`src/hdl/icle_pkg.sv`:
```
// Shared types, constants and controller interface of the idle-count load estimator.
package icle_pkg;

  localparam int unsigned TIME_W = 48;
  localparam int unsigned CNT_W  = 32;
  localparam int unsigned IVL_W  = 24;
  localparam int unsigned LOAD_W = 15;
  localparam int unsigned PROD_W = CNT_W + IVL_W;
  localparam int unsigned NUM_W  = TIME_W;
  localparam int unsigned DIVD_W = PROD_W;
  localparam int unsigned DIVS_W = TIME_W;

  localparam logic [IVL_W-1:0]  IVL_RESET = IVL_W'(1000000);
  localparam logic [LOAD_W-1:0] FULL_Q8   = LOAD_W'(25600);

  localparam logic CMD_SAMPLE  = 1'b0;
  localparam logic CMD_RESTART = 1'b1;

  typedef struct packed {
    logic              cmd;
    logic [TIME_W-1:0] now_us;
    logic [CNT_W-1:0]  idle_count_core0;
    logic [CNT_W-1:0]  idle_count_core1;
  } in_req_t;

  typedef struct packed {
    logic              updated;
    logic [LOAD_W-1:0] load_percent_q8;
    logic [CNT_W-1:0]  idle_delta_norm;
    logic [CNT_W-1:0]  idle_baseline;
  } out_req_t;

  typedef struct packed {
    logic cap;
    logic restart;
    logic take;
    logic mul;
    logic div_go;
    logic div_sel_load;
    logic norm_raw;
    logic norm_div;
    logic max_upd;
    logic lmul;
    logic load_set;
    logic emit;
    logic emit_upd;
  } icle_cmd_t;

  typedef struct packed {
    logic is_restart;
    logic elapsed_ok;
    logic elapsed_zero;
    logic max_zero;
    logic div_done;
    logic out_free;
  } icle_sts_t;

endpackage

```
`src/hdl/idle_count_load_estimator.sv`:
```
// Top level of the idle-count processor load estimator.
//
//   port group   dir  handshake            payload
//   in_*         in   in_valid / in_stall  in_req_t  (cmd, now_us, two idle counts)
//   out_*        out  out_valid/ out_stall out_req_t (updated, load, delta, baseline)
//   cfg_*        in   cfg_we               sample_interval_us, 24 bits
//
// A restart request or a sample inside the interval goes from the check straight to its result.
// A sample that updates the estimate makes at most two passes through the one
// radix-2 divider (normalization, then the load quotient).
// A result waits in the output register while out_stall is high; the next request
// is processed meanwhile and holds only at its own result.
// rst_n is synchronous; reset leaves the interval at 1000000 and the estimator state and out_valid at zero.
module idle_count_load_estimator (
  input  logic                        clk,
  input  logic                        rst_n,
  input  logic                        in_valid,
  output logic                        in_stall,
  input  icle_pkg::in_req_t           in_data,
  output logic                        out_valid,
  input  logic                        out_stall,
  output icle_pkg::out_req_t          out_data,
  input  logic                        cfg_we,
  input  logic [icle_pkg::IVL_W-1:0]  cfg_wdata
);

  icle_pkg::icle_cmd_t cmd;
  icle_pkg::icle_sts_t sts;

  icle_ctrl u_ctrl (
    .clk      (clk),
    .rst_n    (rst_n),
    .in_valid (in_valid),
    .in_stall (in_stall),
    .sts      (sts),
    .cmd      (cmd)
  );

  icle_dp u_dp (
    .clk       (clk),
    .rst_n     (rst_n),
    .cfg_we    (cfg_we),
    .cfg_wdata (cfg_wdata),
    .in_data   (in_data),
    .out_data  (out_data),
    .out_valid (out_valid),
    .out_stall (out_stall),
    .cmd       (cmd),
    .sts       (sts)
  );

endmodule

```
`src/hdl/icle_div.sv`:
```
// Radix-2 restoring divider, one quotient bit per cycle.
module icle_div (
  input  logic                             clk,
  input  logic                             rst_n,
  input  logic                             start,
  input  logic [icle_pkg::DIVD_W-1:0]      dividend,
  input  logic [icle_pkg::DIVS_W-1:0]      divisor,
  output logic [icle_pkg::DIVD_W-1:0]      quot,
  output logic                             done
);

  localparam int unsigned CNT_BITS = $clog2(icle_pkg::DIVD_W + 1);

  logic [icle_pkg::DIVD_W-1:0] q_r;
  logic [icle_pkg::DIVS_W-1:0] rem_r;
  logic [icle_pkg::DIVS_W-1:0] dvs_r;
  logic [CNT_BITS-1:0]         cnt_r;
  logic                        busy_r;
  logic                        done_r;

  logic [icle_pkg::DIVS_W:0]   trial;
  logic [icle_pkg::DIVS_W:0]   diff;
  logic                        ge;

  assign trial = {rem_r, q_r[icle_pkg::DIVD_W-1]};
  assign diff  = trial - {1'b0, dvs_r};
  assign ge    = (trial >= {1'b0, dvs_r});

  always_ff @(posedge clk) begin
    if (!rst_n) begin
      busy_r <= 1'b0;
      done_r <= 1'b0;
      cnt_r  <= '0;
    end else begin
      done_r <= busy_r && (cnt_r == CNT_BITS'(1));
      if (start) begin
        busy_r <= 1'b1;
        cnt_r  <= CNT_BITS'(icle_pkg::DIVD_W);
      end else if (busy_r) begin
        cnt_r <= cnt_r - CNT_BITS'(1);
        if (cnt_r == CNT_BITS'(1)) begin
          busy_r <= 1'b0;
        end
      end
    end
  end

  always_ff @(posedge clk) begin
    if (start) begin
      q_r   <= dividend;
      rem_r <= '0;
      dvs_r <= divisor;
    end else if (busy_r) begin
      q_r   <= {q_r[icle_pkg::DIVD_W-2:0], ge};
      rem_r <= ge ? diff[icle_pkg::DIVS_W-1:0] : trial[icle_pkg::DIVS_W-1:0];
    end
  end

  assign quot = q_r;
  assign done = done_r;

endmodule

```
`src/hdl/icle_dp.sv`:
```
// Datapath: request capture, estimator state, multipliers, shared divider, result register.
module icle_dp (
  input  logic                             clk,
  input  logic                             rst_n,
  input  logic                             cfg_we,
  input  logic [icle_pkg::IVL_W-1:0]       cfg_wdata,
  input  icle_pkg::in_req_t                in_data,
  output icle_pkg::out_req_t               out_data,
  output logic                             out_valid,
  input  logic                             out_stall,
  input  icle_pkg::icle_cmd_t              cmd,
  output icle_pkg::icle_sts_t              sts
);

  logic [icle_pkg::IVL_W-1:0]  ivl_r;
  logic                        cmd_r;
  logic [icle_pkg::TIME_W-1:0] now_r;
  logic [icle_pkg::CNT_W-1:0]  total_r;
  logic [icle_pkg::TIME_W-1:0] last_time_r;
  logic [icle_pkg::CNT_W-1:0]  prev_total_r;
  logic [icle_pkg::CNT_W-1:0]  max_r;
  logic [icle_pkg::CNT_W-1:0]  last_delta_r;
  logic [icle_pkg::LOAD_W-1:0] load_r;
  logic [icle_pkg::CNT_W-1:0]  delta_r;
  logic [icle_pkg::TIME_W-1:0] elapsed_r;
  logic [icle_pkg::PROD_W-1:0] prod_r;
  logic [icle_pkg::CNT_W-1:0]  norm_r;
  logic [icle_pkg::NUM_W-1:0]  num_r;
  icle_pkg::out_req_t          out_r;
  logic                        out_valid_r;
  logic                        out_valid_nxt;

  logic [icle_pkg::TIME_W-1:0] elapsed;
  logic [icle_pkg::DIVD_W-1:0] div_dividend;
  logic [icle_pkg::DIVS_W-1:0] div_divisor;
  logic [icle_pkg::DIVD_W-1:0] div_quot;
  logic                        div_done;

  assign elapsed = now_r - last_time_r;

  assign div_dividend = cmd.div_sel_load ? icle_pkg::DIVD_W'(num_r) : prod_r;
  assign div_divisor  = cmd.div_sel_load ? icle_pkg::DIVS_W'(max_r) : elapsed_r;

  icle_div u_div (
    .clk      (clk),
    .rst_n    (rst_n),
    .start    (cmd.div_go),
    .dividend (div_dividend),
    .divisor  (div_divisor),
    .quot     (div_quot),
    .done     (div_done)
  );

  always_ff @(posedge clk) begin
    if (!rst_n) begin
      ivl_r        <= icle_pkg::IVL_RESET;
      last_time_r  <= '0;
      prev_total_r <= '0;
      max_r        <= '0;
      last_delta_r <= '0;
      load_r       <= '0;
    end else begin
      if (cfg_we) begin
        ivl_r <= cfg_wdata;
      end
      if (cmd.restart || cmd.take) begin
        last_time_r <= now_r;
      end
      if (cmd.take) begin
        prev_total_r <= total_r;
      end
      if (cmd.max_upd) begin
        last_delta_r <= norm_r;
        if (norm_r > max_r) begin
          max_r <= norm_r;
        end
      end
      if (cmd.load_set) begin
        load_r <= div_quot[icle_pkg::LOAD_W-1:0];
      end
    end
  end

  always_ff @(posedge clk) begin
    if (cmd.cap) begin
      cmd_r   <= in_data.cmd;
      now_r   <= in_data.now_us;
      total_r <= in_data.idle_count_core0 + in_data.idle_count_core1;
    end
    if (cmd.take) begin
      delta_r   <= total_r - prev_total_r;
      elapsed_r <= elapsed;
    end
    if (cmd.mul) begin
      prod_r <= icle_pkg::PROD_W'(delta_r) * icle_pkg::PROD_W'(ivl_r);
    end
    if (cmd.norm_raw) begin
      norm_r <= delta_r;
    end else if (cmd.norm_div) begin
      norm_r <= div_quot[icle_pkg::CNT_W-1:0];
    end
    if (cmd.lmul) begin
      num_r <= icle_pkg::NUM_W'(icle_pkg::FULL_Q8) * icle_pkg::NUM_W'(max_r - norm_r)
             + icle_pkg::NUM_W'(max_r[icle_pkg::CNT_W-1:1]);
    end
    if (cmd.emit) begin
      out_r.updated         <= cmd.emit_upd;
      out_r.load_percent_q8 <= load_r;
      out_r.idle_delta_norm <= last_delta_r;
      out_r.idle_baseline   <= max_r;
    end
  end

  always_comb begin
    out_valid_nxt = out_valid_r;
    if (out_valid_r && !out_stall) begin
      out_valid_nxt = 1'b0;
    end
    if (cmd.emit) begin
      out_valid_nxt = 1'b1;
    end
  end

  always_ff @(posedge clk) begin
    if (!rst_n) begin
      out_valid_r <= 1'b0;
    end else begin
      out_valid_r <= out_valid_nxt;
    end
  end

  assign sts.is_restart   = (cmd_r == icle_pkg::CMD_RESTART);
  assign sts.elapsed_ok   = (elapsed >= icle_pkg::TIME_W'(ivl_r));
  assign sts.elapsed_zero = (elapsed_r == '0);
  assign sts.max_zero     = (max_r == '0);
  assign sts.div_done     = div_done;
  assign sts.out_free     = !out_valid_r || !out_stall;

  assign out_data  = out_r;
  assign out_valid = out_valid_r;

endmodule

```
`src/hdl/icle_ctrl.sv`:
```
// Controller state machine sequencing one request through the datapath.
module icle_ctrl (
  input  logic                 clk,
  input  logic                 rst_n,
  input  logic                 in_valid,
  output logic                 in_stall,
  input  icle_pkg::icle_sts_t  sts,
  output icle_pkg::icle_cmd_t  cmd
);

  typedef enum logic [3:0] {
    S_IDLE,
    S_CHECK,
    S_MUL,
    S_NORM,
    S_NDIV,
    S_MAX,
    S_LMUL,
    S_LDIV_GO,
    S_LDIV,
    S_EMIT
  } state_t;

  state_t state_r;
  state_t state_nxt;
  logic   upd_r;
  logic   upd_nxt;

  always_comb begin
    state_nxt = state_r;
    upd_nxt   = upd_r;
    cmd       = '0;
    cmd.emit_upd = upd_r;
    case (state_r)
      S_IDLE: begin
        if (in_valid) begin
          cmd.cap   = 1'b1;
          state_nxt = S_CHECK;
        end
      end
      S_CHECK: begin
        if (sts.is_restart) begin
          cmd.restart = 1'b1;
          upd_nxt     = 1'b0;
          state_nxt   = S_EMIT;
        end else if (!sts.elapsed_ok) begin
          upd_nxt   = 1'b0;
          state_nxt = S_EMIT;
        end else begin
          cmd.take  = 1'b1;
          upd_nxt   = 1'b1;
          state_nxt = S_MUL;
        end
      end
      S_MUL: begin
        cmd.mul   = 1'b1;
        state_nxt = S_NORM;
      end
      S_NORM: begin
        if (sts.elapsed_zero) begin
          cmd.norm_raw = 1'b1;
          state_nxt    = S_MAX;
        end else begin
          cmd.div_go = 1'b1;
          state_nxt  = S_NDIV;
        end
      end
      S_NDIV: begin
        if (sts.div_done) begin
          cmd.norm_div = 1'b1;
          state_nxt    = S_MAX;
        end
      end
      S_MAX: begin
        cmd.max_upd = 1'b1;
        state_nxt   = S_LMUL;
      end
      S_LMUL: begin
        if (sts.max_zero) begin
          state_nxt = S_EMIT;
        end else begin
          cmd.lmul  = 1'b1;
          state_nxt = S_LDIV_GO;
        end
      end
      S_LDIV_GO: begin
        cmd.div_go       = 1'b1;
        cmd.div_sel_load = 1'b1;
        state_nxt        = S_LDIV;
      end
      S_LDIV: begin
        cmd.div_sel_load = 1'b1;
        if (sts.div_done) begin
          cmd.load_set = 1'b1;
          state_nxt    = S_EMIT;
        end
      end
      S_EMIT: begin
        if (sts.out_free) begin
          cmd.emit  = 1'b1;
          state_nxt = S_IDLE;
        end
      end
      default: begin
        state_nxt = S_IDLE;
      end
    endcase
  end

  always_ff @(posedge clk) begin
    if (!rst_n) begin
      state_r <= S_IDLE;
      upd_r   <= 1'b0;
    end else begin
      state_r <= state_nxt;
      upd_r   <= upd_nxt;
    end
  end

  assign in_stall = (state_r != S_IDLE);

endmodule

```
`config.mk`:
```
export PLATFORM = sky130hd
export DESIGN_NAME = idle_count_load_estimator
export DESIGN_NICKNAME = d
export VERILOG_FILES = /design/src/hdl/icle_pkg.sv /design/src/hdl/idle_count_load_estimator.sv /design/src/hdl/icle_div.sv /design/src/hdl/icle_dp.sv /design/src/hdl/icle_ctrl.sv
export SDC_FILE = /design/constraint.sdc
export NUM_CORES = 2
export LEC_CHECK = 0
export BUFFER_PORTS_ARGS = -buffer_cell sky130_fd_sc_hd__clkbuf_2
export CAP_MARGIN = 25
export CORE_UTILIZATION = 59
export CTS_BUF_LIST = sky130_fd_sc_hd__clkbuf_8
export CTS_CLUSTER_DIAMETER = 30
export CTS_CLUSTER_SIZE = 20
export DETAILED_ROUTE_END_ITERATION = 8
export PLACE_DENSITY_LB_ADDON = 0.3
export SLEW_MARGIN = 15
export SYNTH_ARGS = -nofsm -noshare
export SYNTH_HDL_FRONTEND = slang
export SYNTH_SLANG_ARGS = --single-unit
```
`constraint.sdc`:
```
create_clock -name clk -period 8 [get_ports clk]
set_clock_uncertainty 0.2 [all_clocks]
set_input_delay 1.6 -clock clk [delete_from_list [all_inputs] [get_ports clk]]
set_output_delay 1.6 -clock clk [all_outputs]
set_load 0.02 [all_outputs]
```
==> impl_metrics.yaml <==
synthesis:
  synth_top_cell_by_area: "edfxtp_1"
  synth_cells: 7068
  synth-warning-count: 0
  syn_area_um2: 66260
  seq_area_frac_synth: 0.2920
  synth_area_leaders: "edfxtp_1 22%, fa_1 21%, ha_1 9.7%, dfxtp_1 7.4%, nand2_1 6.3%"
  syn_area_per_cell_um2: 9.375
  synth-seq-cells: 726
  yosysUniqueCellTypes: 79
  yosys.area.top_type_share: 0.2180
  synth_nets: 8422
  async_flop_share: 0
  synth_edf_count: 481
  synth_ff_type: "edfxtp_1"
floorplan:
  start_util: 0.5971
  num_rows: 122
  die-area_um2: 113700
  design.core.area_um2: 111000
  die_w_um: 337.1
  die_h_um: 337.1
  num_io_pins: 224
cells_and_area:
  final_cell_mix: "1,119 x nand2_1, 1,114 x inv_1, 693 x fa_1"
  final_net_count: 8709
  fin_cells: 8982
  area_delta_synth_final_pct: 12.58
  drive_gt1_frac: 0.1115
  mostFrequentLayoutCell: "nand2_1"
  fillers: 8645
route:
  vias_per_cell: 5.725
  drt_pass1_iterations: 8
  num_vias: 51430
  drc: 0
  ant_nets: 0
  drt_iter0_drc: 4373
  wl_um: 180000
  wl_per_cell_um: 20.03
timing:
  min_period_ns: 7.805
  max-slew-margin-rel: 0.2475
  holdWs_ns: 0.2296
  finalHoldViolations: 0
  fmax_mhz: 128.1
  setup-violations-final: 0
  drv_slew: 0
  min_period_over_period: 0.9756
  worst-slew-pin-transition_ns: 1.100
global_route:
  grt_pass1_wl_um: 276700
  grt_pass1_vias: 50860
  grt.total_usage: 0.3152
  antenna_found_initial: 10
  grt.overflow.total: 0
  grt_max_degree: 190
placement:
  numPortBuffers: 223
  gp_congestion: 0.9529
  dpl.hpwl_um: 136200
  place_inst: 8644
setup_path:
  critPathCaptureType: "register"
  r2r_setup_slack_ns: 0.20
  start_kind: "register"
  r2r.worst_path.cells: 27
  timing.rr.start: "u_dp.delta_r[12]$_DFFE_PP_"
  path_max_fanout: 8
  crit_required_ns: 8.44
  cpPeakStageDelay_ns: 0.59
  critPathKind: "register to register"
  timing.rr.end: "u_dp.prod_r[54]$_DFFE_PP_"
  cp_slowest_cell: "fa_1"
  crit_top_cell: "fa_1"
  cp.arrival_ns: 8.24
status:
  status: "completed"
clock_network:
  clock-root-buffer: "clkbuf_8"
  clockBufferDepth: 3
  cts_tree: "built"
  cts_buffers: 156
  path_clk_slew_ns: 0.06
  hold_buffers: 0
  clkLatencyLatePin_ns: 0.89
  h-tree-depth: 4
  cts.sink_count: 726
flow_run:
  cap_violations: 0
min_path:
  hold_end: "u_dp.out_data[59]$_DFFE_PP_"
  min_path_cells: 0
  hp-class: "register to register"
  min_from: "u_dp.last_delta_r[27]$_SDFFE_PN0P_"
[state kept, by name, indices dropped and copies added, names as in the netlist, 4 cells and up]
| signal | cells |
|---|---|
| u_dp.out_data | 80 |
| u_dp.prod_r | 56 |
| u_dp.u_div.quot | 56 |
| u_dp.elapsed_r | 48 |
| u_dp.last_time_r | 48 |
| u_dp.now_r | 48 |
| u_dp.num_r | 48 |
| u_dp.u_div.dvs_r | 48 |
| u_dp.u_div.rem_r | 48 |
| u_dp.delta_r | 32 |
| u_dp.last_delta_r | 32 |
| u_dp.max_r | 32 |
| u_dp.norm_r | 32 |
| u_dp.prev_total_r | 32 |
| u_dp.total_r | 32 |
| u_dp.ivl_r | 24 |
| u_dp.load_r | 15 |
| u_dp.u_div.cnt_r | 6 |
| u_ctrl.state_r | 4 |
[metal layers]
metal	global-route usage	wire length, um	vias up
li1	-	-	23660
met1	0.4204	73620	25220
met2	0.5076	83470	2131
met3	0.06023	15620	402
met4	0.1250	7120	10
met5	0	118	-
[timing repair]
| item | 4_1_cts | 5_1_grt |
|---|---|---|
| resized for setup | 1 | 61 |
| buffers inserted | 7 | 23 |
| cloned | 0 | 8 |
| endpoints found under the setup margin | 7 | 31 |
| pin swaps | 0 | 24 |
[Yosys cell counts (all sizes together) (6+ instances only)]
| master | number |
|---|---|
| nand2 | 1119 |
| inv | 1102 |
| fa | 696 |
| ha | 516 |
| edfxtp | 481 |
| and2 | 318 |
| nor2 | 318 |
| clkbuf | 294 |
| a21oi | 291 |
| dfxtp | 245 |
| xnor2 | 201 |
| o21ai | 179 |
| a21o | 141 |
| mux2i | 133 |
| xor2 | 100 |
| nor2b | 98 |
| a31oi | 80 |
| a211oi | 66 |
| a21boi | 64 |
| nand3 | 63 |
| nand4 | 52 |
| nor3 | 51 |
| o21a | 45 |
| nand2b | 40 |
| and3 | 39 |
| nor4 | 34 |
| mux2 | 32 |
| o21bai | 29 |
| o211ai | 25 |
| o31ai | 24 |
| buf | 21 |
| or3 | 17 |
| a2111oi | 11 |
| a31o | 11 |
| nor3b | 11 |
| or2 | 10 |
| o22ai | 9 |
| and4 | 8 |
| a211o | 7 |
| nor4b | 6 |
| o2111ai | 6 |
| o31a | 6 |
[how the worst max path moves through the flow]
| stage | start | to | cells past startpoint |
|---|---|---|---|
| floorplan | u_dp.ivl_r[3]$_SDFFE_PN0P_ | u_dp.prod_r[54]$_DFFE_PP_ | 29 |
| global placement | u_dp.delta_r[19]$_DFFE_PP_ | u_dp.prod_r[54]$_DFFE_PP_ | 26 |
| detailed placement | u_dp.delta_r[19]$_DFFE_PP_ | u_dp.prod_r[54]$_DFFE_PP_ | 26 |
| CTS | u_dp.norm_r[1]$_DFFE_PP_ | u_dp.num_r[44]$_DFFE_PP_ | 35 |
| global route | u_dp.max_r[0]$_SDFFE_PN0P_ | u_dp.num_r[47]$_DFFE_PP_ | 32 |
| finish | u_dp.delta_r[12]$_DFFE_PP_ | u_dp.prod_r[54]$_DFFE_PP_ | 27 |
[layout make-up]
class / count / area [um^2] / share of cell area
multi-input cells: 4925 / 41850 / 0.5610
flip-flops and latches: 726 / 19370 / 0.2596
inverters: 1102 / 4136 / 0.05545
repair buffers: 444 / 3510 / 0.04704
clock buffers: 164 / 2257 / 0.03026
well taps: 1488 / 1862 / 0.02496
clock inverters: 128 / 1605 / 0.02152
diodes: 5 / 12.51 / 0.0001677
[critical path, delay by kind of cell (launching register included)]
| family | cells | cell delay [ns] |
|---|---|---|
| adder cells (fa/ha/maj) | 8 | 3.74 |
| AO/OA/AOI/OAI | 10 | 1.86 |
| buffers and inverters | 6 | 0.85 |
| flip-flops | 1 | 0.47 |
| AND/OR/NAND/NOR | 2 | 0.37 |
| XOR/XNOR | 1 | 0.07 |
[through the flow]
| stage | TNS [ns] | util | worst slack, ns | instance area [um^2] |
|---|---|---|---|---|
| after global routing | -0.2175 | 0.6722 | -0.09298 | 74590 |
| after global placement | 0 | 0.6300 | 0.01383 | 69920 |
| after detailed placement | -0.01086 | 0.6302 | -0.01086 | 69930 |
| after CTS | 0 | 0.6656 | 0.004525 | 73860 |
| final | 0 | 0.6722 | 0.1952 | 74600 |
| after floorplan | 0 | - | 0.3739 | 66260 |
[kinds of logic (layout without fill, tap and decap cells)]
kind of cell | after synthesis | after routing | share of synthesized area
xor gates and xnor gates | 301 | 301 | 0.03978
AOI/OAI and AO/OA | 1052 | 1052 | 0.1022
adders and majority gates | 1212 | 1212 | 0.3077
other | 0 | 5 | 0
and+or+nand+nor | 2195 | 2195 | 0.1519
muxes | 165 | 165 | 0.02553
buffers and inverters | 1417 | 1838 | 0.08089
DFF | 726 | 726 | 0.2920
Power is not shown: default switching activity piles up to over one toggle a cycle in this logic, so the estimate is an artifact.
